**src/tsm_pkg.sv**
```systemverilog
// ----------------------------------------------------------------------------
// tsm_pkg
// Shared widths, command codes and the queue entry type of the ternary
// segment matrix-vector block.
// ----------------------------------------------------------------------------
package tsm_pkg;

   // field widths
   localparam int CMD_W  = 2;
   localparam int COL_W  = 12;
   localparam int ACT_W  = 8;
   localparam int MASK_W = 16;
   localparam int SUM_W  = 21;
   localparam int IDX_W  = 4;
   localparam int CFG_W  = 5;

   // parameter defaults
   localparam int DEF_VECTOR_DEPTH = 4096;
   localparam int DEF_ROWS         = 16;

   // front to back queue
   localparam int QUEUE_DEPTH = 4;
   localparam int QCNT_W      = $clog2(QUEUE_DEPTH + 1);

   // row count after reset
   localparam logic [CFG_W-1:0] ROW_COUNT_RESET = 5'd16;

   // item commands
   typedef enum logic [CMD_W-1:0] {
      CMD_LOAD   = 2'd0,
      CMD_COLUMN = 2'd1,
      CMD_FINISH = 2'd2
   } cmd_type;

   // work handed from the front end to the back end
   typedef struct packed {
      logic                    is_finish;
      logic signed [ACT_W-1:0] act;
      logic                    group_end;
      logic [MASK_W-1:0]       plus_mask;
      logic [MASK_W-1:0]       minus_mask;
   } op_type;

endpackage

```
**src/tsm_rsp_if.sv**
```systemverilog
// ----------------------------------------------------------------------------
// tsm_rsp_if
// Result item channel: valid, ready and one row result.
// ----------------------------------------------------------------------------
interface tsm_rsp_if;
   import tsm_pkg::*;

   logic                    valid;
   logic                    ready;
   logic signed [SUM_W-1:0] row_sum;
   logic [IDX_W-1:0]        row_index;
   logic                    last_row;

   modport source (
      output valid, row_sum, row_index, last_row,
      input  ready
   );

   modport sink (
      input  valid, row_sum, row_index, last_row,
      output ready
   );

endinterface

```
**src/tsm_back.sv**
```systemverilog
// ----------------------------------------------------------------------------
// tsm_back
// Keeps the group sum and the row sums, applies closed groups to the rows and
// emits the rows one per cycle on a finish while the result channel takes them.
// ----------------------------------------------------------------------------
module tsm_back #(
   parameter int ROWS = tsm_pkg::DEF_ROWS
) (
   input  logic                        clock,
   input  logic                        reset,
   input  logic                        q_valid,
   input  tsm_pkg::op_type             q_data,
   output logic                        q_pop,
   input  logic                        csr_wr_en,
   input  logic [tsm_pkg::CFG_W-1:0]   csr_wr_data,
   tsm_rsp_if.source                   rsp
);
   import tsm_pkg::*;

   localparam int RW = (ROWS > 1) ? $clog2(ROWS) : 1;

   logic [CFG_W-1:0]        row_count_ff, row_count_in;
   logic [CFG_W-1:0]        eff_rows;
   logic [CFG_W-1:0]        last_idx;
   logic signed [SUM_W-1:0] row_ff [ROWS];
   logic signed [SUM_W-1:0] row_in [ROWS];
   logic signed [SUM_W-1:0] group_ff, group_in;
   logic signed [SUM_W-1:0] gs_sum;
   logic [RW-1:0]           idx_ff, idx_in;
   logic                    rsp_valid_ff, rsp_valid_in;
   logic signed [SUM_W-1:0] rsp_sum_ff, rsp_sum_in;
   logic [IDX_W-1:0]        rsp_idx_ff, rsp_idx_in;
   logic                    rsp_last_ff, rsp_last_in;
   logic                    out_free;
   logic                    emit_last;

   // row count register
   assign row_count_in = csr_wr_en ? csr_wr_data : row_count_ff;

   // clamp row count to one .. ROWS
   always_comb begin
      if (row_count_ff == '0) begin
         eff_rows = CFG_W'(1);
      end else if (row_count_ff > CFG_W'(ROWS)) begin
         eff_rows = CFG_W'(ROWS);
      end else begin
         eff_rows = row_count_ff;
      end
   end

   assign last_idx  = eff_rows - 1'b1;
   assign out_free  = !rsp_valid_ff || rsp.ready;
   assign gs_sum    = group_ff + SUM_W'(q_data.act);
   assign emit_last = (CFG_W'(idx_ff) == last_idx);

   // column and finish processing
   always_comb begin
      row_in       = row_ff;
      group_in     = group_ff;
      idx_in       = idx_ff;
      rsp_valid_in = rsp_valid_ff && !rsp.ready;
      rsp_sum_in   = rsp_sum_ff;
      rsp_idx_in   = rsp_idx_ff;
      rsp_last_in  = rsp_last_ff;
      q_pop        = 1'b0;
      if (q_valid && !q_data.is_finish) begin
         q_pop = 1'b1;
         if (q_data.group_end) begin
            // closed group goes to every selected active row
            for (int r = 0; r < ROWS; r++) begin
               if (CFG_W'(r) < eff_rows) begin
                  if (q_data.plus_mask[r] && !q_data.minus_mask[r]) begin
                     row_in[r] = row_ff[r] + gs_sum;
                  end else if (q_data.minus_mask[r] && !q_data.plus_mask[r]) begin
                     row_in[r] = row_ff[r] - gs_sum;
                  end
               end
            end
            group_in = '0;
         end else begin
            group_in = gs_sum;
         end
      end else if (q_valid && q_data.is_finish && out_free) begin
         // one row into the output register per cycle while it is free
         rsp_valid_in = 1'b1;
         rsp_sum_in   = row_ff[idx_ff];
         rsp_idx_in   = IDX_W'(idx_ff);
         rsp_last_in  = emit_last;
         if (emit_last) begin
            q_pop    = 1'b1;
            idx_in   = '0;
            group_in = '0;
            for (int r = 0; r < ROWS; r++) begin
               row_in[r] = '0;
            end
         end else begin
            idx_in = idx_ff + 1'b1;
         end
      end
   end

   always_ff @(posedge clock) begin
      if (reset) begin
         row_count_ff <= ROW_COUNT_RESET;
         row_ff       <= '{default: '0};
         group_ff     <= '0;
         idx_ff       <= '0;
         rsp_valid_ff <= 1'b0;
      end else begin
         row_count_ff <= row_count_in;
         row_ff       <= row_in;
         group_ff     <= group_in;
         idx_ff       <= idx_in;
         rsp_valid_ff <= rsp_valid_in;
      end
   end

   // output register payload
   always_ff @(posedge clock) begin
      rsp_sum_ff  <= rsp_sum_in;
      rsp_idx_ff  <= rsp_idx_in;
      rsp_last_ff <= rsp_last_in;
   end

   assign rsp.valid     = rsp_valid_ff;
   assign rsp.row_sum   = rsp_sum_ff;
   assign rsp.row_index = rsp_idx_ff;
   assign rsp.last_row  = rsp_last_ff;

endmodule

```
**src/flat_wrapper.sv**
```systemverilog
// flat-port wrapper written by rule: the top's interface ports become plain ports
module tsm_back_flat import tsm_pkg::*;
#(
   parameter int ROWS = tsm_pkg::DEF_ROWS
)
  (clock, reset, q_valid, q_data, q_pop, csr_wr_en, csr_wr_data, rsp_valid, rsp_row_sum, rsp_row_index, rsp_last_row, rsp_ready);
  tsm_rsp_if rsp_i ();
  input  logic clock;
  input  logic reset;
  input  logic q_valid;
  input  tsm_pkg::op_type q_data;
  output logic q_pop;
  input  logic csr_wr_en;
  input  logic [tsm_pkg::CFG_W-1:0] csr_wr_data;
  output wire logic [$bits(rsp_i.valid)-1:0] rsp_valid;
  output wire logic [$bits(rsp_i.row_sum)-1:0] rsp_row_sum;
  output wire logic [$bits(rsp_i.row_index)-1:0] rsp_row_index;
  output wire logic [$bits(rsp_i.last_row)-1:0] rsp_last_row;
  input wire logic [$bits(rsp_i.ready)-1:0] rsp_ready;
  assign rsp_valid = rsp_i.valid;
  assign rsp_row_sum = rsp_i.row_sum;
  assign rsp_row_index = rsp_i.row_index;
  assign rsp_last_row = rsp_i.last_row;
  assign rsp_i.ready = rsp_ready;
  tsm_back #(.ROWS(ROWS)) u_core (.clock(clock), .reset(reset), .q_valid(q_valid), .q_data(q_data), .q_pop(q_pop), .csr_wr_en(csr_wr_en), .csr_wr_data(csr_wr_data), .rsp(rsp_i));
endmodule
```
**config.mk**
```make
export PLATFORM = sky130hd
export DESIGN_NAME = tsm_back_flat
export DESIGN_NICKNAME = d
export VERILOG_FILES = /design/src/tsm_pkg.sv /design/src/tsm_rsp_if.sv /design/src/tsm_back.sv /design/src/flat_wrapper.sv
export SDC_FILE = /design/constraint.sdc
export NUM_CORES = 2
export LEC_CHECK = 0
export BUFFER_PORTS_ARGS = -buffer_cell sky130_fd_sc_hd__buf_2
export CORE_ASPECT_RATIO = 1.75
export CORE_MARGIN = 4
export CORE_UTILIZATION = 45
export DETAILED_ROUTE_END_ITERATION = 12
export PLACE_DENSITY_LB_ADDON = 0.12
export SLEW_MARGIN = 20
export SYNTH_ARGS = -nofsm -noshare
export SYNTH_HDL_FRONTEND = slang
export SYNTH_SLANG_ARGS = --single-unit
```
**constraint.sdc**
```tcl
create_clock -name clock -period 8.3 [get_ports clock]
set_clock_uncertainty 0.2 [all_clocks]
set_input_delay 1.245 -clock clock [delete_from_list [all_inputs] [get_ports clock]]
set_output_delay 1.245 -clock clock [all_outputs]
set_load 0.05 [all_outputs]
```
==> flow_summary.json <==
{
  "status": "completed",
  "port_buffers": 79,
  "synth_nets": 4823,
  "yosys-top-cells-area": "dfxtp_1, ha_1, nor2_1",
  "yosysWarningCount": 0,
  "tightest_slew_ns": 1.16,
  "final_net_count": 4803,
  "rsz0062_at_grt": "false",
  "final_common_cell": "nor2_1",
  "setup_tns_ns": 0,
  "die_h_um": 381,
  "grt_pass1_vias": 33900,
  "criticalPathCategory": "in2reg",
  "syn_area_um2": 35700,
  "power_density_nw_per_um2": 158,
  "globalRouteTotalUtil_pct": 29.1,
  "drtIter0Drc": 1981,
  "final.period_utilization_pct": 85.4,
  "slew_headroom_pct": 21.9,
  "insertion_delay_ns": 0.62,
  "power.leakage_nw": 16.0,
  "cts_buffers": 45,
  "yosysSeqAreaShare_pct": 22.8,
  "route.detailed.drc": 0,
  "grt_pass1_wl_um": 193000,
  "dp_hpwl_um": 96700,
  "critical_path_arrival_ns": 7.42,
  "routedWlPerCell_um": 23.3,
  "finalWirelength_um": 127000,
  "vias": 32800,
  "area_delta_synth_final_pct": 8.76,
  "grt_max_degree": 101,
  "cts_max_level": 2,
  "ys_seq_elements": 393,
  "vdd_drop_max_v": 0.000127,
  "hold-worst-slack_ns": 0.268,
  "async_reset_ff_share_pct": 0,
  "cts_buffer_depth": 3,
  "postCtsHoldBufs": 0,
  "ant_nets": 0,
  "hold_violations": 0,
  "critPathMaxFanout": 18,
  "rrSetupSlack_ns": 1.69,
  "ctsRootBufferMaster": "clkbuf_16",
  "ys_types": 88,
  "clk_pin_slew_ns": 0.06,
  "fmax_mhz": 141,
  "vias_per_cell": 6.03,
  "synth_top_area_share_pct": 20.6,
  "synth_edf_count": 26,
  "grt_overflow": 0,
  "required_ns": 8.64,
  "drive_gt1_share_pct": 10.2,
  "core-area_um2": 78600,
  "fp-row-count": 136,
  "start_kind": "primary input",
  "io_pins": 80,
  "min_period_ns": 7.09,
  "netlist_instances": 4394,
  "synth_top_area_cell": "dfxtp_1",
  "cap_violations": 0,
  "clock-sinks": 393,
  "post_cts_buffers": 0,
  "antennaDiodeCount": 0,
  "slew_viol_final": 0,
  "cts_resized": 0,
  "gp_congestion": 0.966,
  "synth_flop_cell": "dfxtp_1",
  "die_area_um2": 84100,
  "antenna_found_initial": 1,
  "hp-class": "reg2reg",
  "finalSetupViolations": 0,
  "firstDrtPassIters": 8,
  "layout_common_cells": "nor2_1, a21oi_1, dfxtp_1",
  "avgSynthCellArea_um2": 8.12,
  "end_kind": "register",
  "cts_tree": "done",
  "initial_core_util_pct": 45.4,
  "chipWidth_um": 221
}
==> cell usage after synthesis (48+ instances only) <==
cell type  count
a21oi_1      401
a21o_1       109
o21a_1        48
mux4_2       105
o21bai_1      57
inv_1        131
xnor2_1      322
nand2_1      179
ha_1         360
dfxtp_1      367
nand3_1       78
o21ai_0      138
clkbuf_1     215
nor2_1       752
a22oi_1      122
xor2_1       238
nor3_1       201
==> metal layers <==
layer  vias to the layer above  track usage, %  wire [um]
li1                      15700               -          -
met1                     15900            29.2      44900
met5                         -               0         13
met4                         2            17.9       9150
met2                       849            56.9      68300
met3                       394            2.88       4560
==> cell families (layout without fill, tap and decap cells) <==
kind of cell	Yosys count	in the layout	synth area share, %
simple gates	1443	1443	18.1
compound gates	1087	1087	19.4
xor+xnor	566	566	14.1
flops	393	393	22.8
buf+inv	379	395	4.13
fa+ha+maj	377	377	13.6
mux	149	149	7.91
==> report_power, final <==
part           total, W  internal, W  switching [W]
Sequential      0.00200      0.00195      0.0000523
Clock           0.00209      0.00115       0.000931
Combinational   0.00205     0.000820        0.00123
Total           0.00614      0.00392        0.00221
==> registers in the layout (all words and copies together) (netlist names) <==
signal and flops:
u_core.group_ff 21, u_core.rsp.row_index 4, u_core.rsp.valid 1, u_core.row_ff 336, u_core.rsp.last_row 1, u_core.rsp.row_sum 21
u_core.row_count_ff 5, u_core.idx_ff 4
==> final timing paths <==
kind	from	endpoint	depth (start not counted)
worst max-delay path	q_data[33]	u_core.row_ff[208]	24
worst min register to register	u_core.row_ff[63]	u_core.row_ff[63]	2
worst max register to register	u_core.group_ff[0]	u_core.row_ff[208]	23
worst min-delay path	u_core.row_ff[63]	u_core.row_ff[63]	2
==> worst max-delay path: stages <==
cell,delay (ns)
buf_2,0.12
ha_1,0.24
fa_1,0.49
a211oi_2,0.36
o21bai_1,0.12
a21o_1,0.28
xnor2_4,0.16
buf_4,0.32
nand2_1,0.24
nor4_2,0.28
buf_4,0.30
nor2_1,0.08
xor2_1,0.15
ha_1,0.35
a21o_1,0.19
a21oi_1,0.25
nand2_1,0.13
a211oi_1,0.54
o31ai_1,0.23
a21o_1,0.25
a2111oi_0,0.61
nor4_1,0.12
nand3b_1,0.18
a21oi_1,0.15
==> through the flow <==
| step | setup slack, ns | cell area [um2] | cells | utilization (%) | total power [W] |
|---|---|---|---|---|---|
| 3_3_place_gp | 0.695 | 37400 | 5362 | 47.5 | 0.00406 |
| 2_1_floorplan | 1.17 | 35700 | 4394 | - | 0.00358 |
| 3_5_place_dp | 0.645 | 37400 | 5362 | 47.5 | 0.00408 |
| 6_report | 1.21 | 38800 | 5445 | 49.4 | 0.00614 |
| 5_1_grt | 0.830 | 38800 | 5445 | 49.4 | 0.00645 |
| 4_1_cts | 1.28 | 38800 | 5445 | 49.4 | 0.00617 |
==> cell type report <==
cell class | instances | area [um2]
sequential | 393 | 8140
clock buffer | 66 | 1340
tap | 1035 | 1290
timing repair buffer | 180 | 1180
clock inverter | 17 | 133
inverter | 132 | 495
multi-input combinational | 3622 | 26200
fill | 7765 | 39800
(Power assumes the default switching activity.)
