===== src/tsm_queue.sv =====
// ----------------------------------------------------------------------------
// tsm_queue
// Small FIFO between the front end and the back end.
// ----------------------------------------------------------------------------
module tsm_queue #(
   parameter int WIDTH = 8,
   parameter int DEPTH = 4
) (
   input  logic                         clock,
   input  logic                         reset,
   input  logic                         push,
   input  logic [WIDTH-1:0]             push_data,
   input  logic                         pop,
   output logic                         pop_valid,
   output logic [WIDTH-1:0]             pop_data,
   output logic [$clog2(DEPTH+1)-1:0]   count
);

   localparam int PW = (DEPTH > 1) ? $clog2(DEPTH) : 1;
   localparam int CW = $clog2(DEPTH + 1);

   logic [WIDTH-1:0] slot_ff [DEPTH];
   logic [PW-1:0]    wr_ptr_ff, wr_ptr_in;
   logic [PW-1:0]    rd_ptr_ff, rd_ptr_in;
   logic [CW-1:0]    count_ff, count_in;

   // pointer and fill count update
   always_comb begin
      wr_ptr_in = wr_ptr_ff;
      rd_ptr_in = rd_ptr_ff;
      count_in  = count_ff;
      if (push) begin
         wr_ptr_in = (wr_ptr_ff == PW'(DEPTH - 1)) ? '0 : wr_ptr_ff + 1'b1;
      end
      if (pop) begin
         rd_ptr_in = (rd_ptr_ff == PW'(DEPTH - 1)) ? '0 : rd_ptr_ff + 1'b1;
      end
      if (push && !pop) begin
         count_in = count_ff + 1'b1;
      end else if (pop && !push) begin
         count_in = count_ff - 1'b1;
      end
   end

   always_ff @(posedge clock) begin
      if (reset) begin
         wr_ptr_ff <= '0;
         rd_ptr_ff <= '0;
         count_ff  <= '0;
      end else begin
         wr_ptr_ff <= wr_ptr_in;
         rd_ptr_ff <= rd_ptr_in;
         count_ff  <= count_in;
      end
   end

   // entry storage
   always_ff @(posedge clock) begin
      if (push) begin
         slot_ff[wr_ptr_ff] <= push_data;
      end
   end

   assign pop_valid = (count_ff != '0);
   assign pop_data  = slot_ff[rd_ptr_ff];
   assign count     = count_ff;

`ifndef SYNTHESIS
   // the front end reserves room, so a push never meets a full queue
   assert property (@(posedge clock) disable iff (reset)
      push |-> (32'(count_ff) < DEPTH))
      else $error("tsm_queue: push while full");

   // the back end only takes an entry that is there
   assert property (@(posedge clock) disable iff (reset)
      pop |-> (count_ff != '0))
      else $error("tsm_queue: pop while empty");

   // fill count moves only with traffic
   assert property (@(posedge clock) disable iff (reset)
      (!push && !pop) |=> $stable(count_ff))
      else $error("tsm_queue: count changed without traffic");
`endif

endmodule


===== config.mk =====
export PLATFORM = sky130hd
export DESIGN_NAME = tsm_queue
export DESIGN_NICKNAME = d
export VERILOG_FILES = /design/src/tsm_queue.sv
export SDC_FILE = /design/constraint.sdc
export NUM_CORES = 1
export LEC_CHECK = 0
export BUFFER_PORTS_ARGS = -buffer_cell sky130_fd_sc_hd__buf_2
export CAP_MARGIN = 20
export CORE_ASPECT_RATIO = 0.5
export CORE_MARGIN = 3
export CORE_UTILIZATION = 39
export CTS_CLUSTER_DIAMETER = 80
export DETAILED_ROUTE_END_ITERATION = 6
export SYNTH_ARGS = -nofsm -noshare
export SYNTH_HDL_FRONTEND = slang
export SYNTH_SLANG_ARGS = --single-unit

===== constraint.sdc =====
create_clock -name clock -period 1.9 [get_ports clock]
set_input_delay 0.38 -clock clock [delete_from_list [all_inputs] [get_ports clock]]
set_output_delay 0.38 -clock clock [all_outputs]
set_load 0.005 [all_outputs]

==> key figures, run 1 <==
Floorplan
  – DIE WIDTH: 96.3 um
  – Cell Rows: 15
  – Num ports: 24
  – Placeable Area: 0.00366 mm^2
  – Die area: 0.00493 mm^2
  – Initial Utilization: 43.5%
  – Die H: 51.2 um

Power
  – Power Density: 1020 mW/mm^2
  – Maximum VDD drop: 0.385 mV
  – Leak: 0.706 nW

Min path
  – Worst Hold Path Cells: 1
  – Hold_sp: push_data[1]
  – HP Class: input pin to flop
  – Hold Path Sink: slot_ff[2][1]

Setup path
  – Worst R2R Setup Slack: 0.45 ns
  – Largest delay contributor family on the critical path: multiplexers
  – Required @ worst endpoint: 1.52 ns
  – Sequence of cells on the critical path: buf_6 > mux4_2 > buf_2
  – Worst reg2reg path endpoint: count[2]
  – Critical Path Max Stage Delay: 0.51 ns
  – Worst Path Buf+Inv: 2
  – Crit Reg-Reg Startpoint: count[0]
  – CP max stage cell: mux4_2
  – WP data arrival: 1.44 ns
  – FF-to-FF path depth: 4
  – Startpoint class of the critical path: flop
  – CP endpoint kind: output pin
  – CP Class: flop to output pin
  – Max FO, Critical Path: 8

Synthesis
  – Area contributors post-synth: edfxtp_1, dfxtp_1, mux4_2, ha_1, mux2i_1
  – Syn Inst Count: 85
  – Syn_nets: 104
  – Synth top area share: 60.4%
  – Synth warnings: 0
  – Seq/Total Area, Yosys: 71.7%
  – Mapped cell area: 0.00159 mm^2
  – Synthesized flop and latch total: 41
  – Synth area leader: edfxtp_1
  – Avg Synthesized Cell Area: 18.7 um^2
  – Post-synthesis cell type count: 16

Cells and area
  – Filler instances: 318
  – Area occupied by registers: 0.00114 mm^2
  – Area of the multi-input gates: 419 um^2
  – Layout cells sized above 1: 34.5%
  – Layout area overhead: 18.3%
  – Final nets: 134
  – Commonest non-fill, non-tap cells in the layout: edfxtp_1, buf_2, dfxtp_1, mux4_2, nor2_1
  – ANT cells: 0
  – Commonest non-fill, non-tap cell in the layout: edfxtp_1

STA
  – RSZ-0062 raised after global routing: no
  – Clock Skew: 0.00474 ns
  – Least-Margin Pin Slew: 0.428 ns
  – Fmax: 551 MHz
  – Setup_tns: 0 ns
  – Crit path time final: 1.82 ns
  – WHS: 0.304 ns
  – Final hold violation count: 0
  – Count of pins over their slew limit: 0
  – Slew headroom: 71.5%
  – Final setup violation count: 0
  – Period utilisation layout: 95.5%

Placed design
  – # port buffers: 23
  – HPWL Detailed: 1620 um
  – GP Congestion: 0.677

Job
  – Max cap viols: 0

Detailed routing
  – DRT antenna net count: 0
  – Drt initial violations: 35
  – DR vias/cell: 4.62
  – Wire length per cell after detailed routing: 13.9 um
  – Drt drc: 0
  – Total Wirelength: 2320 um
  – Total number of vias: 771
  – 1st-pass router iterations: 2

Clock network
  – CTS tree: done
  – Sink Count: 41
  – CTS Buffer Depth: 2
  – Setup bufs post-CTS: 0
  – H-Tree Depth: 2
  – Reg clk slew, reported paths: 0.07 ns
  – Root Driver: clkbuf_8
  – Clk_lat worst skew: 0.29 ns
  – CTS buffer count: 5

Global route
  – Largest net degree at the start of global routing: 14
  – Vias in the first global route: 840
  – First-pass GRT wire length: 3820 um
  – Total GRT Usage: 10.8%
  – Initial antenna violation count: 0
  – Grt total ovfl: 0

Outcome
  – Status: completed
==> flip-flops by register name (all words and copies together), names as in the netlist, named ones only <==
name / flops
wr_ptr_ff: 2
slot_ff: 32
rd_ptr_ff: 2
count: 3
==> worst max path at each step <==
| stage | end | slack [ns] | cells past startpoint |
|---|---|---|---|
| 2_1_floorplan | count[2] | 0.26 | 7 |
| 3_3_place_gp | count[2] | 0.10 | 8 |
| 3_5_place_dp | count[2] | 0.06 | 8 |
| 4_1_cts | pop_data[4] | 0.03 | 3 |
| 5_1_grt | pop_data[3] | 0.01 | 3 |
| 6_report | pop_data[4] | 0.08 | 3 |
==> final cells by class <==
class / count / share of cell area [%]
flip-flops and latches: 41 / 60.6
multi-input cells: 38 / 22.3
repair buffers: 25 / 7.11
clock buffers: 5 / 3.65
well taps: 51 / 3.39
clock inverters: 3 / 2.19
inverters: 4 / 0.797
==> Yosys cell counts, drive strengths merged <==
library cell and number:
edfxtp 32, dfxtp 9, mux4 8, nor2 7, ha 6, and2 4, inv 4, mux2i 4
a21oi 2, or3 2, xor2 2, buf 1, clkbuf 1, fa 1, nor3b 1, o21ai 1
==> power breakdown <==
group | switching [W] | leakage [nW] | total (W) | internal (W)
Combinational | 0.0000918 | 0.286 | 0.000199 | 0.000107
Sequential | 0.0000317 | 0.368 | 0.00105 | 0.00102
Clock | 0.000283 | 0.0518 | 0.000669 | 0.000386
Total | 0.000406 | 0.706 | 0.00192 | 0.00151
==> per-stage QoR <==
stage | cells | utilization [%] | total power, W | cell area (um^2) | worst slack [ns]
floorplan | 85 | - | 0.00119 | 1590 | 0.258
global placement | 159 | 48.3 | 0.00127 | 1770 | 0.105
detailed placement | 159 | 48.3 | 0.00128 | 1770 | 0.0615
CTS | 167 | 51.4 | 0.00195 | 1880 | 0.0282
global route | 167 | 51.5 | 0.00201 | 1880 | 0.0112
finish | 167 | 51.5 | 0.00192 | 1880 | 0.0848
==> repair_timing <==
action / in CTS / in global routing
setup endpoints to repair: 0 / 8
hold buffers: 0 / 0
gates resized for setup: 0 / 1
==> per-layer routing <==
layer / up-vias / routed length (um) / track usage (%)
met3: 7 / 120 / 3.68
met4: 0 / 37 / 5.81
met1: 364 / 1020 / 12.7
li1: 381 / - / -
met2: 19 / 1140 / 17.7
met5: - / 0 / 0
==> kinds of logic after synthesis <==
family / synth area share, %
flops: 71.7
simple gates: 4.48
mux: 13.8
fa+ha+maj: 5.97
buf+inv: 1.96
compound gates: 0.943
xor+xnor: 1.10
Note: power is estimated with default switching activity, not from simulation.
==> run 2, diff against run 1 <==
SETUP_SLACK_MARGIN = 0.1   (was not set)
==> key figures, run 2 (synthesis gave the netlist of run 1 again) <==
Outcome
  – Status: completed

Clock network
  – Clk_lat worst skew: 0.29 ns (about the same)
  – CTS tree: done
  – H-Tree Depth: 2 (unchanged)
  – CTS Buffer Depth: 2 (unchanged)
  – Cts repair resizes: 3 (+3)
  – Setup bufs post-CTS: 0 (unchanged)
  – Sink Count: 41 (unchanged)
  – Hold Buf Count CTS: 0 (unchanged)
  – CTS buffer count: 5 (unchanged)
  – Reg clk slew, reported paths: 0.07 ns (about the same)
  – Root Driver: clkbuf_8

Detailed routing
  – Wire length per cell after detailed routing: 13.9 um (-0.13%)
  – 1st-pass router iterations: 2 (unchanged)
  – Drt initial violations: 35 (unchanged)
  – DR vias/cell: 4.62 (unchanged)
  – DRT antenna net count: 0 (unchanged)
  – Total Wirelength: 2310 um (-0.13%)
  – Drt drc: 0 (unchanged)
  – Total number of vias: 771 (unchanged)

Cells and area
  – Finished Layout Cells: 167 (unchanged)
  – Commonest non-fill, non-tap cells in the layout: edfxtp_1, buf_2, mux4_2, dfxtp_1, nor2_1
  – Final nets: 134 (unchanged)
  – ANT cells: 0 (unchanged)
  – Layout cells sized above 1: 35.3% (+0.86 points)
  – Design Area, Final: 0.00189 mm^2 (+0.53%)
  – Max FFs per register: 32 (unchanged)
  – Biggest register: slot_ff
  – Layout area overhead: 18.9%
  – Commonest non-fill, non-tap cell in the layout: edfxtp_1

Setup path
  – Required @ worst endpoint: 1.52 ns (about the same)
  – CP Class: flop to output pin
  – Largest delay contributor family on the critical path: multiplexers
  – Worst R2R Setup Slack: 0.45 ns (about the same)
  – Sequence of cells on the critical path: buf_12 > mux4_2 > buf_2
  – CP max stage cell: mux4_2
  – Max FO, Critical Path: 8 (unchanged)
  – Startpoint class of the critical path: flop
  – Critical Path Max Stage Delay: 0.50 ns (about the same)
  – CP endpoint kind: output pin
  – WP data arrival: 1.41 ns (-0.03 ns)
  – Worst Path Buf+Inv: 2 (unchanged)

Global route
  – Vias in the first global route: 843 (+0.36%)
  – Largest net degree at the start of global routing: 14 (unchanged)
  – Initial antenna violation count: 0 (unchanged)
  – Total GRT Usage: 10.8% (unchanged)
  – First-pass GRT wire length: 3820 um (unchanged)
  – Grt total ovfl: 0 (unchanged)

STA
  – Slew headroom: 71.5% (unchanged)
  – PnR worst setup slack: 0.115 ns (+0.0302 ns)
  – Count of pins over their slew limit: 0 (unchanged)
  – Final hold violation count: 0 (unchanged)
  – Period utilisation layout: 93.9% (-1.6 points)
  – Final setup violation count: 0 (unchanged)
  – Crit path time final: 1.79 ns (-0.0302 ns)
  – Clock Skew: 0.00480 ns (+0.0000596 ns)
  – Least-Margin Pin Slew: 0.428 ns (unchanged)
  – Setup_tns: 0 ns (unchanged)
  – RSZ-0062 raised after global routing: yes
  – WHS: 0.304 ns (unchanged)
  – Fmax: 560 MHz (+1.7%)

Placed design
  – # port buffers: 23 (unchanged)
  – GP Congestion: 0.677 (unchanged)
  – HPWL Detailed: 1620 um (unchanged)
  – Placed cell area: 0.00177 mm^2 (unchanged)
  – Placed Cells: 159 (unchanged)
  – Setup WS pre-CTS: 0.0615 ns (unchanged)

Power
  – Maximum VDD drop: 0.387 mV (+0.41%)
  – Power Density: 1020 mW/mm^2 (-0.32%)
  – Leak: 0.709 nW (+0.41%)

Floorplan
  – Die area: 0.00493 mm^2 (unchanged)
  – Initial Utilization: 43.5% (unchanged)
  – Num ports: 24 (unchanged)
  – Placeable Area: 0.00366 mm^2 (unchanged)
  – Cell Rows: 15 (unchanged)
  – DIE WIDTH: 96.3 um (unchanged)
  – Die H: 51.2 um (unchanged)

Min path
  – HP Class: input pin to flop

Job
  – Max cap viols: 0 (unchanged)
run 2: metal layers:
| metal | part of all wire, % | wire, um | global-route usage [%] | vias to the layer above |
|---|---|---|---|---|
| met5 | 0 | 0 | 0 | - |
| met4 | 1.6 | 37 | 5.81 | 0 |
| met3 | 5.2 | 120 | 3.68 | 7 |
| met2 | 49 | 1140 | 17.8 | 19 |
| met1 | 44 | 1020 | 12.6 | 364 |
| li1 | - | - | - | 381 |
run 2: power by group:
part / internal [W] / switching (W)
Combinational: 0.000110 / 0.0000918
Clock: 0.000386 / 0.000283
Sequential: 0.00102 / 0.0000323
Total: 0.00152 / 0.000407
run 2: per-stage QoR:
| stage | util (%) | total power (W) |
|---|---|---|
| 6_report | 51.7 | 0.00192 |
| 5_1_grt | 51.7 | 0.00201 |
| 4_1_cts | 51.6 | 0.00195 |
| 3_5_place_dp | 48.3 | 0.00128 |
| 3_3_place_gp | 48.3 | 0.00127 |
| 2_1_floorplan | - | 0.00119 |
run 2: final timing paths:
path | to | cells after the start | start
worst max-delay path | pop_data[4] | 3 | flop
worst min-delay path | slot_ff[2][1] | 1 | push_data[1]
worst max register to register | count[2] | 4 | count[0]
worst min register to register | count[2] | 2 | count[2]
run 2: final cells by class:
type / count / area, um^2
Sequential cell: 41 / 1140
Clock inverter: 3 / 41.3
Multi-Input combinational cell: 38 / 419
Clock buffer: 5 / 68.8
Timing Repair Buffer: 25 / 143
Fill cell: 317 / 1770
Inverter: 4 / 15.0
Tap cell: 51 / 63.8
